`src/hdl/est_pkg.sv`:
```
package est_pkg;

    localparam int unsigned CFG_DATA_W = 32;
    localparam int unsigned CFG_IDX_W  = 3;

    // register indexes on the configuration port
    localparam logic [CFG_IDX_W-1:0] REG_STAGE_TWO   = 3'd0;
    localparam logic [CFG_IDX_W-1:0] REG_STAGE_THREE = 3'd1;
    localparam logic [CFG_IDX_W-1:0] REG_STAGE_FOUR  = 3'd2;
    localparam logic [CFG_IDX_W-1:0] REG_STAGE_FIVE  = 3'd3;
    localparam logic [CFG_IDX_W-1:0] REG_GRACE       = 3'd4;

    localparam logic [31:0] RST_STAGE_TWO   = 32'd15000;
    localparam logic [31:0] RST_STAGE_THREE = 32'd20000;
    localparam logic [31:0] RST_STAGE_FOUR  = 32'd30000;
    localparam logic [31:0] RST_STAGE_FIVE  = 32'd45000;
    localparam logic [31:0] RST_GRACE       = 32'd5000;

    localparam logic [2:0] STAGE_IDLE  = 3'd0;
    localparam logic [2:0] STAGE_ONE   = 3'd1;
    localparam logic [2:0] STAGE_TWO   = 3'd2;
    localparam logic [2:0] STAGE_THREE = 3'd3;
    localparam logic [2:0] STAGE_FOUR  = 3'd4;
    localparam logic [2:0] STAGE_FIVE  = 3'd5;

    typedef struct packed {
        logic        signal_on;
        logic [31:0] now_ms;
    } est_in_t;

    typedef struct packed {
        logic [2:0]  stage;
        logic        stage_changed;
        logic        tracking;
        logic [31:0] active_duration;
    } est_out_t;

    typedef struct packed {
        logic [31:0] stage_two_after;
        logic [31:0] stage_three_after;
        logic [31:0] stage_four_after;
        logic [31:0] stage_five_after;
        logic [31:0] grace_period;
    } est_cfg_t;

endpackage

```
`src/hdl/est_cfg_regs.sv`:
```
module est_cfg_regs
    import est_pkg::*;
(
    input  logic                  aclk,
    input  logic                  aresetn,
    input  logic                  cfg_wr_en,
    input  logic [CFG_IDX_W-1:0]  cfg_index,
    input  logic [CFG_DATA_W-1:0] cfg_wdata,
    output est_cfg_t              cfg
);

    est_cfg_t cfg_reg;

    always_ff @(posedge aclk) begin
        if (!aresetn) begin
            cfg_reg.stage_two_after   <= RST_STAGE_TWO;
            cfg_reg.stage_three_after <= RST_STAGE_THREE;
            cfg_reg.stage_four_after  <= RST_STAGE_FOUR;
            cfg_reg.stage_five_after  <= RST_STAGE_FIVE;
            cfg_reg.grace_period      <= RST_GRACE;
        end else if (cfg_wr_en) begin
            case (cfg_index)
                REG_STAGE_TWO:   cfg_reg.stage_two_after   <= cfg_wdata;
                REG_STAGE_THREE: cfg_reg.stage_three_after <= cfg_wdata;
                REG_STAGE_FOUR:  cfg_reg.stage_four_after  <= cfg_wdata;
                REG_STAGE_FIVE:  cfg_reg.stage_five_after  <= cfg_wdata;
                REG_GRACE:       cfg_reg.grace_period      <= cfg_wdata;
                default: ;
            endcase
        end
    end

    assign cfg = cfg_reg;

endmodule

```
`src/hdl/est_tracker.sv`:
```
module est_tracker
    import est_pkg::*;
(
    input  logic     aclk,
    input  logic     aresetn,
    input  est_cfg_t cfg,
    input  logic     step,
    input  est_in_t  sample,
    output est_out_t result
);

    logic        episode_open_reg, episode_open_next;
    logic        grace_open_reg, grace_open_next;
    logic [31:0] episode_start_reg, episode_start_next;
    logic [31:0] quiet_start_reg, quiet_start_next;
    logic [2:0]  stage_reg, stage_next;

    logic [31:0] start_eff;
    logic [31:0] elapsed;
    logic [31:0] quiet_age;
    logic [2:0]  picked;

    // episode start as it stands after this sample
    assign start_eff = episode_open_reg ? episode_start_reg : sample.now_ms;
    assign elapsed   = sample.now_ms - start_eff;
    assign quiet_age = sample.now_ms - quiet_start_reg;

    // highest stage first, so unordered thresholds resolve the same way
    always_comb begin
        if (elapsed >= cfg.stage_five_after) begin
            picked = STAGE_FIVE;
        end else if (elapsed >= cfg.stage_four_after) begin
            picked = STAGE_FOUR;
        end else if (elapsed >= cfg.stage_three_after) begin
            picked = STAGE_THREE;
        end else if (elapsed >= cfg.stage_two_after) begin
            picked = STAGE_TWO;
        end else begin
            picked = STAGE_ONE;
        end
    end

    always_comb begin
        episode_open_next  = episode_open_reg;
        grace_open_next    = grace_open_reg;
        episode_start_next = episode_start_reg;
        quiet_start_next   = quiet_start_reg;
        stage_next         = stage_reg;
        if (sample.signal_on) begin
            episode_open_next  = 1'b1;
            episode_start_next = start_eff;
            grace_open_next    = 1'b0;
            stage_next         = picked;
        end else if (episode_open_reg) begin
            if (!grace_open_reg) begin
                grace_open_next  = 1'b1;
                quiet_start_next = sample.now_ms;
            end else if (quiet_age >= cfg.grace_period) begin
                episode_open_next  = 1'b0;
                grace_open_next    = 1'b0;
                episode_start_next = '0;
                quiet_start_next   = '0;
                stage_next         = STAGE_IDLE;
            end
        end
    end

    always_ff @(posedge aclk) begin
        if (!aresetn) begin
            episode_open_reg  <= 1'b0;
            grace_open_reg    <= 1'b0;
            episode_start_reg <= '0;
            quiet_start_reg   <= '0;
            stage_reg         <= STAGE_IDLE;
        end else if (step) begin
            episode_open_reg  <= episode_open_next;
            grace_open_reg    <= grace_open_next;
            episode_start_reg <= episode_start_next;
            quiet_start_reg   <= quiet_start_next;
            stage_reg         <= stage_next;
        end
    end

    assign result.stage           = stage_next;
    assign result.stage_changed   = (stage_next != stage_reg);
    assign result.tracking        = episode_open_next;
    assign result.active_duration = episode_open_next ? elapsed : '0;

    a_stage_matches_open: assert property (@(posedge aclk) disable iff (!aresetn)
        episode_open_reg == (stage_reg != STAGE_IDLE))
        else $error("stage and episode flag disagree");

    a_grace_inside_episode: assert property (@(posedge aclk) disable iff (!aresetn)
        grace_open_reg |-> episode_open_reg)
        else $error("grace timer running without an open episode");

    a_idle_stays_idle: assert property (@(posedge aclk) disable iff (!aresetn)
        (step && !sample.signal_on && !episode_open_reg)
            |=> (!episode_open_reg && stage_reg == STAGE_IDLE))
        else $error("inactive sample left idle state");

    a_on_opens: assert property (@(posedge aclk) disable iff (!aresetn)
        (step && sample.signal_on) |=> (episode_open_reg && !grace_open_reg))
        else $error("active sample did not leave an open episode");

endmodule

```
`src/hdl/escalation_stage_timer.sv`:
```
// Escalation stage timer. Each transfer on s_ carries an activity flag and a
// free-running millisecond time; each one yields exactly one transfer on m_
// with the stage (0 idle, 1 to 5), a changed flag, the tracking flag and the
// active duration. One sample per clock is sustained while m_ready is high.
// Each sample is first held in the input register; then the tracker state is
// updated and the result registered in the same cycle, which raises m_valid;
// a stalled m_ready holds the result and, once the input register is also
// full, s_ready. Thresholds and the grace period are written through
// cfg_wr_en/cfg_index/cfg_wdata and should only be changed while no samples
// are in flight; writes to unused indexes are dropped.
module escalation_stage_timer
    import est_pkg::*;
(
    input  logic                  aclk,
    input  logic                  aresetn,
    input  logic                  s_valid,
    output logic                  s_ready,
    input  est_in_t               s_data,
    output logic                  m_valid,
    input  logic                  m_ready,
    output est_out_t              m_data,
    input  logic                  cfg_wr_en,
    input  logic [CFG_IDX_W-1:0]  cfg_index,
    input  logic [CFG_DATA_W-1:0] cfg_wdata
);

    est_cfg_t cfg;
    est_out_t result;

    est_in_t  in_reg;
    logic     in_valid_reg;
    est_out_t out_reg;
    logic     out_valid_reg;
    logic     advance;

    // sample moves into the result register when that slot is free or drains
    assign advance = in_valid_reg && (!out_valid_reg || m_ready);
    assign s_ready = !in_valid_reg || advance;

    est_cfg_regs u_cfg (
        .aclk      (aclk),
        .aresetn   (aresetn),
        .cfg_wr_en (cfg_wr_en),
        .cfg_index (cfg_index),
        .cfg_wdata (cfg_wdata),
        .cfg       (cfg)
    );

    est_tracker u_tracker (
        .aclk    (aclk),
        .aresetn (aresetn),
        .cfg     (cfg),
        .step    (advance),
        .sample  (in_reg),
        .result  (result)
    );

    always_ff @(posedge aclk) begin
        if (!aresetn) begin
            in_valid_reg  <= 1'b0;
            out_valid_reg <= 1'b0;
        end else begin
            if (s_ready) begin
                in_valid_reg <= s_valid;
            end
            if (advance) begin
                out_valid_reg <= 1'b1;
            end else if (m_ready) begin
                out_valid_reg <= 1'b0;
            end
        end
    end

    always_ff @(posedge aclk) begin
        if (s_valid && s_ready) begin
            in_reg <= s_data;
        end
        if (advance) begin
            out_reg <= result;
        end
    end

    assign m_valid = out_valid_reg;
    assign m_data  = out_reg;

endmodule

```
`config.mk`:
```
export PLATFORM = sky130hd
export DESIGN_NAME = escalation_stage_timer
export DESIGN_NICKNAME = d
export VERILOG_FILES = /design/src/hdl/est_pkg.sv /design/src/hdl/est_cfg_regs.sv /design/src/hdl/est_tracker.sv /design/src/hdl/escalation_stage_timer.sv
export SDC_FILE = /design/constraint.sdc
export NUM_CORES = 1
export LEC_CHECK = 0
export ABC_AREA = 0
export BUFFER_PORTS_ARGS = -buffer_cell sky130_fd_sc_hd__buf_2
export CAP_MARGIN = 20
export CORE_ASPECT_RATIO = 1.2
export CORE_MARGIN = 2
export CORE_UTILIZATION = 45
export CTS_CLUSTER_DIAMETER = 100
export CTS_CLUSTER_SIZE = 24
export DETAILED_ROUTE_END_ITERATION = 6
export PLACE_DENSITY = 0.6
export SETUP_SLACK_MARGIN = 0.5
export SLEW_MARGIN = 40
export SYNTH_ARGS = -nofsm -noshare
export SYNTH_HDL_FRONTEND = slang
export SYNTH_SLANG_ARGS = --single-unit
```
`constraint.sdc`:
```
create_clock -name aclk -period 6.5 [get_ports aclk]
set_clock_uncertainty 0.1 [all_clocks]
set_input_delay 0.65 -clock aclk [delete_from_list [all_inputs] [get_ports aclk]]
set_output_delay 0.65 -clock aclk [all_outputs]
set_load 0.005 [all_outputs]
```
==> results.cfg, run 1 <==
[status]
status = completed

[timing]
hold_slack_ps = 192
rsz0062_at_grt = yes
fin_crit_ps = 5750
tightest_slew_ps = 725
maxSlewViolCount = 0
setup_slack_ps = 750
setup_violations = 0
fmax_mhz = 174
relSlewSlack_pct = 51.6
timing.final.hold_violations = 0
final.setup.tns_ps = 0
finalCritPeriodShare_pct = 88.5

[synthesis]
synth-compound-area-share_pct = 21.0
synth_mux_area_share_pct = 1.96
synth.distinct_cells = 78
yosys_register_bits = 301
synth_xor_area_share_pct = 2.19
ys_async_sr_fraction_pct = 0
synth_top_family_by_area = compound AO/OA/AOI/OAI gates
seq_area_frac_synth_pct = 36.5
synth_flop_cell = dfxtp_1
synth.avg_cell_area_um2 = 8.70
synth_area_um2 = 18400
synth_edf_count = 70
synth_nets = 2415
yosysWarnings = 0
syn-instance-count = 2118
synth_adder_area_share_pct = 15.3
yosys.area_share.simple_pct = 16.9

[detailed_routing]
ant_nets = 0
routedWlPerCell_um = 18.2
num_vias = 14900
first_iter_violations = 769
firstDrtPassIters = 5
vias_per_cell = 5.41
drt-total-wl_um = 50100
drc_errors = 0

[die]
chipWidth_um = 189
core_um2 = 40500
start_util_pct = 45.4
fp-row-count = 81
fp.dieH_um = 226
dieArea_um2 = 42600
io_pins = 112

[finish]
design_area_um2 = 20300
largest_reg_flops = 160
areaGrowthSynthToFinish_pct = 10.1
fin_util_pct = 50.0
final_nets = 2498
fin_cells = 2749
antenna_cells = 0
fillers = 3974
drive_gt1_share_pct = 10.1

[placement]
portBuffers = 111
place_congestion = 0.937
dp.cells = 2718
placed_area_um2 = 19600
post-place-ws_ps = 436
dpl.hpwl_um = 37800

[setup_path]
timing.rr.end = m_data[33]$_DFFE_PP_
crit_chain = buf_6, mux2i_1, ha_1, and2_1, o311a_1, o211ai_1, o221ai_2, o2111ai_2, o211ai_1, a21o_1, xor2_2, ha_1, nand4_1, nor2b_1, o211ai_1, nor4_2, a21oi_1, o21ai_0, o211ai_1, mux2_2, nand4_1
crit_type = reg -> reg
rrSetupSlack_ps = 750
reg2reg_depth = 21
critPathSlowestCell = dfxtp_4
worst-path-buf-inv = 1
cp.required_ps = 6700
critPathMostFrequentCell = o211ai_1
worstPathArrival_ps = 5950
crit_fanout = 11
cp-start-kind = flip-flop
crit_family = compound AO/OA/AOI/OAI gates
timing.rr.start = u_tracker.episode_open_reg$_SDFFE_PN0P_
max_stage_delay_ps = 440
worstSetupEndpointType = flip-flop

[grt]
overflow = 0
grt_usage_pct = 23.3
grt_max_degree = 111
grt_first_pass_wirelength_um = 78400
grt_pass1_vias = 14600
antenna_found_initial = 1

[clocking]
root_buffer = clkbuf_16
ctsLongestPathBuffers = 3
cts_tree = built
clk-insertion-delay-late_ps = 550
cts-hold-fix-buffers = 0
cts-buffers-inserted = 16
clkTransAtPathRegs_ps = 110
clkSinkCount = 301
htree_levels = 1

[run]
maxCapViolations = 0

[power]
irDropWorstVdd_v = 0.000228
leakagePower_nw = 7.85
p_seq_share_pct = 44.4
switching_power_mw = 1.50
pwr-share-clk_pct = 25.5
p_total_mw = 4.58
combPwrFrac_pct = 30.1
sw_frac_of_total_pct = 32.7
intPower_mw = 3.09
powerDensity_nw_per_um2 = 226

[worst_hold_path]
hold_depth = 1
whs_endpoint = in_reg[21]$_DFFE_PP_
hp-start = s_data[21]
hold_class = in -> reg
how the worst max path moves through the flow:
stage                           endpoint  cells past startpoint                                    start
detailed placement  m_data[33]$_DFFE_PP_                     21  u_tracker.episode_open_reg$_SDFFE_PN0P_
global route        m_data[33]$_DFFE_PP_                     22  u_tracker.episode_open_reg$_SDFFE_PN0P_
floorplan           m_data[33]$_DFFE_PP_                     26  u_tracker.episode_open_reg$_SDFFE_PN0P_
global placement    m_data[33]$_DFFE_PP_                     23                      in_reg[0]$_DFFE_PP_
CTS                 m_data[33]$_DFFE_PP_                     21  u_tracker.episode_open_reg$_SDFFE_PN0P_
finish              m_data[33]$_DFFE_PP_                     21  u_tracker.episode_open_reg$_SDFFE_PN0P_
power by group through the flow:
stage	clock [mW]	sequential, mW	combinational [mW]
final	1.17	2.03	1.38
after CTS	1.21	2.03	1.36
after floorplan	0	2.06	0.904
after global placement	0	2.08	1.31
after detailed placement	0	2.08	1.34
after global routing	1.27	2.04	1.55
cell type report:
type                    instances  area, um^2  share of cell area [%]
multi-input cells            1521       10700                    53.0
well taps                     539         674                    3.32
repair buffers                146         841                    4.14
clock inverters                 3        55.1                   0.271
clock buffers                  24         430                    2.12
flip-flops and latches        301        6730                    33.2
inverters                     215         811                    4.00
cells in the mapped netlist (9+ instances only):
library cell,instances,share of area [%]
nand2_1,344,7.0
dfxtp_1,231,25
ha_1,222,15
inv_1,215,4.4
a21boi_0,134,5.5
nor2b_1,121,4.1
a21oi_1,111,3.0
clkbuf_1,71,1.4
edfxtp_1,70,11
nor2_1,60,1.2
o21ai_0,58,1.6
a21o_1,56,2.3
o211ai_1,41,1.7
a22oi_1,36,1.5
mux2i_1,32,1.7
xnor2_1,30,1.4
nand4_1,23,0.78
and2_1,21,0.71
nand3_1,20,0.54
o21a_1,20,0.82
xor2_1,16,0.76
a211oi_1,15,0.61
nor3_1,14,0.38
nand2b_1,11,0.37
o21bai_1,11,0.45
a31oi_1,9,0.31
and3_1,9,0.31
and4_1,9,0.43
or2_2,9,0.31
routing by layer:
metal | track usage (%) | up-vias | share of wire [%]
met2 | 43.1 | 271 | 50
met4 | 8.59 | 2 | 3.7
met5 | 0 | - | 0.022
met1 | 27.9 | 7025 | 42
met3 | 2.28 | 84 | 3.6
li1 | - | 7493 | -
what timing repair did:
| action | 4_1_cts | 5_1_grt |
|---|---|---|
| endpoints found under the setup margin | 1 | 87 |
| buffers inserted | 0 | 4 |
| pin swaps | 0 | 4 |
| gates resized for setup | 8 | 25 |
cell families (layout without fill, tap and decap cells):
kind of cell               count (synthesis)  after routing
AOI/OAI and AO/OA                        556            556
xor gates and xnor gates                  46             46
DFF                                      301            301
muxes                                     35             35
and+or+nand+nor                          660            660
adders and majority gates                224            224
buffers and inverters                    296            388
cell usage in the layout, fill, tap and decap left out, drive strengths merged, types with 9 or more instances in the layout:
cell type,Yosys,routed
buf,9,146
and2,21,21
o211ai,42,42
a21boi,135,135
and3,9,9
ha,222,222
inv,215,214
xor2,16,16
edfxtp,70,70
nand2b,11,11
and4,9,9
o21ai,62,62
nand3,20,20
xnor2,30,30
nand4,23,23
o21bai,11,11
a211oi,16,16
nor2b,121,121
a31oi,9,9
mux2i,32,32
a21oi,113,113
dfxtp,231,231
nor2,60,60
or2,9,9
a21o,57,57
a22oi,36,36
o21a,20,20
nand2,344,344
nor3,14,14
clkbuf,72,24
worst register-to-register path, cell delays in order, from the launching register on:
cell	delay, ps
dfxtp_4	440
buf_6	200
mux2i_1	270
ha_1	330
and2_1	220
o311a_1	370
o211ai_1	220
o221ai_2	180
o2111ai_2	300
o211ai_1	160
a21o_1	230
xor2_2	200
ha_1	330
nand4_1	160
nor2b_1	200
o211ai_1	200
nor4_2	400
a21oi_1	170
o21ai_0	260
o211ai_1	180
mux2_2	280
nand4_1	90
Power figures use the tool's default switching activity.
==> run 2, diff against run 1 <==
--- a/config.mk
+++ b/config.mk
@@ -15,6 +15,7 @@
 export CTS_CLUSTER_SIZE = 24
 export DETAILED_ROUTE_END_ITERATION = 6
 export PLACE_DENSITY = 0.6
+export RECOVER_POWER = 50
 export SETUP_SLACK_MARGIN = 0.5
 export SLEW_MARGIN = 40
 export SYNTH_ARGS = -nofsm -noshare
==> run 2 against run 1 <==
Compared with the run above: the run now ends with capacitance limit, slew limit left; cell count is the same; sequential share of layout area grew 0.070 points; utilization down 0.10 points; critical endpoint unchanged; combinational power barely moved; wire length hardly changed; clock power about the same; worst hold slack about the same; non-clock buffer count unchanged.
==> results.cfg, run 2 (synthesis gave the netlist of run 1 again) <==
[detailed_routing]
num_vias = 14900
drt-total-wl_um = 50000
first_iter_violations = 754
ant_nets = 0
drc_errors = 0
routedWlPerCell_um = 18.2
vias_per_cell = 5.41
firstDrtPassIters = 5

[power]
powerDensity_nw_per_um2 = 227
intPower_mw = 3.09
combPwrFrac_pct = 30.2
irDropWorstVdd_v = 0.000229
sw_frac_of_total_pct = 32.7
pwr-share-clk_pct = 25.5
p_seq_share_pct = 44.4
leakagePower_nw = 7.78
switching_power_mw = 1.50

[grt]
overflow = 0
grt_first_pass_wirelength_um = 78400
antenna_found_initial = 1
grt_max_degree = 111
grt_pass1_vias = 14600
grt_usage_pct = 23.3

[timing]
setup_violations = 0
finalCritPeriodShare_pct = 88.5
fmax_mhz = 174
setup_slack_ps = 750
rsz0062_at_grt = yes
timing.final.hold_violations = 0
relSlewSlack_pct = -183
fin_crit_ps = 5750
tightest_slew_ps = 4250
maxSlewViolCount = 245
final.setup.tns_ps = 0

[die]
chipWidth_um = 189
core_um2 = 40500
fp-row-count = 81
fp.dieH_um = 226
dieArea_um2 = 42600
start_util_pct = 45.4
io_pins = 112

[setup_path]
crit_type = reg -> reg
cp.required_ps = 6700
crit_fanout = 11
cp-start-kind = flip-flop
worstPathArrival_ps = 5950
worstSetupEndpointType = flip-flop

[clocking]
clkSinkCount = 301
cts-hold-fix-buffers = 0
clk-insertion-delay-late_ps = 550
htree_levels = 1
cts_tree = built
clkTransAtPathRegs_ps = 110
cts-buffers-inserted = 16
ctsLongestPathBuffers = 3
root_buffer = clkbuf_16

[finish]
drive_gt1_share_pct = 9.14
design_area_um2 = 20200
largest_reg_flops = 160
antenna_cells = 0
final_nets = 2498
layout_commonest_cell = nand2_1
final_cell_mix = nand2_1, dfxtp_1, ha_1, inv_1, a21boi_0
fin_cells = 2749
areaGrowthSynthToFinish_pct = 9.90

[placement]
placed_area_um2 = 19600
dpl.hpwl_um = 37800
portBuffers = 111
post-place-ws_ps = 436
dp.cells = 2718
place_congestion = 0.937

[worst_hold_path]
hold_class = in -> reg

[status]
status = complete, but fails checks
violations = capacitance limit, slew limit

[run]
maxCapViolations = 4
-- run 2: cell count changes in the layout (fill, tap and decap cells not counted) --
cell / before / now
clkbuf_1: 8 / 29
buf_2: 110 / 93
buf_4: 33 / 29
buf_6: 2 / 1
clkbuf_2: 0 / 1
-- run 2: worst max-delay path: stages, from the launching register on --
cell	delay [ps]
dfxtp_4	440
buf_6	200
mux2i_1	270
ha_1	330
and2_1	220
o311a_1	370
o211ai_1	220
o221ai_2	180
o2111ai_2	300
o211ai_1	160
a21o_1	230
xor2_2	200
ha_1	330
nand4_1	160
nor2b_1	200
o211ai_1	200
nor4_2	400
a21oi_1	160
o21ai_0	260
o211ai_1	180
mux2_2	280
nand4_1	90
-- run 2: final timing paths --
check                                                   to  cells after the start  slack, ps                                    start
worst max register to register        m_data[33]$_DFFE_PP_                     21        750  u_tracker.episode_open_reg$_SDFFE_PN0P_
worst min register to register  u_cfg.cfg[37]$_SDFFE_PN0P_                      2        370               u_cfg.cfg[37]$_SDFFE_PN0P_
worst max-delay path                  m_data[33]$_DFFE_PP_                     21        750  u_tracker.episode_open_reg$_SDFFE_PN0P_
worst min-delay path                  in_reg[21]$_DFFE_PP_                      1        190                               s_data[21]
-- run 2: cell type report --
class                   instances  area [um^2]
clock buffers                  24          430
fillers                      3991        20300
flip-flops and latches        301         6730
clock inverters                 3         55.1
repair buffers                146          798
multi-input cells            1521        10700
well taps                     539          674
inverters                     215          811
-- run 2: timing repair --
item	CTS	global route
setup endpoints to repair	1	87
cloned	0	0
endpoints found under the hold margin	0	0
setup buffers	0	4
gates resized for setup	8	25
pin swaps	0	4
-- run 2: metrics by stage --
stage          total power, mW  hold WS, ps  util, %
6_report                  4.59          192     49.9
5_1_grt                   4.87          168     49.9
4_1_cts                   4.61          167     49.7
3_5_place_dp              3.42          359     48.4
3_3_place_gp              3.38          352     48.3
2_1_floorplan             2.97          343        -
-- run 2: power groups by stage --
stage | Sequential, mW | Clock, mW | Combinational, mW
6_report | 2.03 | 1.17 | 1.38
5_1_grt | 2.04 | 1.27 | 1.56
4_1_cts | 2.03 | 1.21 | 1.36
3_5_place_dp | 2.08 | 0 | 1.34
3_3_place_gp | 2.08 | 0 | 1.31
2_1_floorplan | 2.06 | 0 | 0.904
-- run 2: per-layer routing --
layer,GRT usage (%),vias up,share of wire (%)
met5,0,-,0.022
met4,8.59,2,3.7
met3,2.28,84,3.6
met2,43.1,269,50
met1,27.9,7018,42
li1,-,7494,-
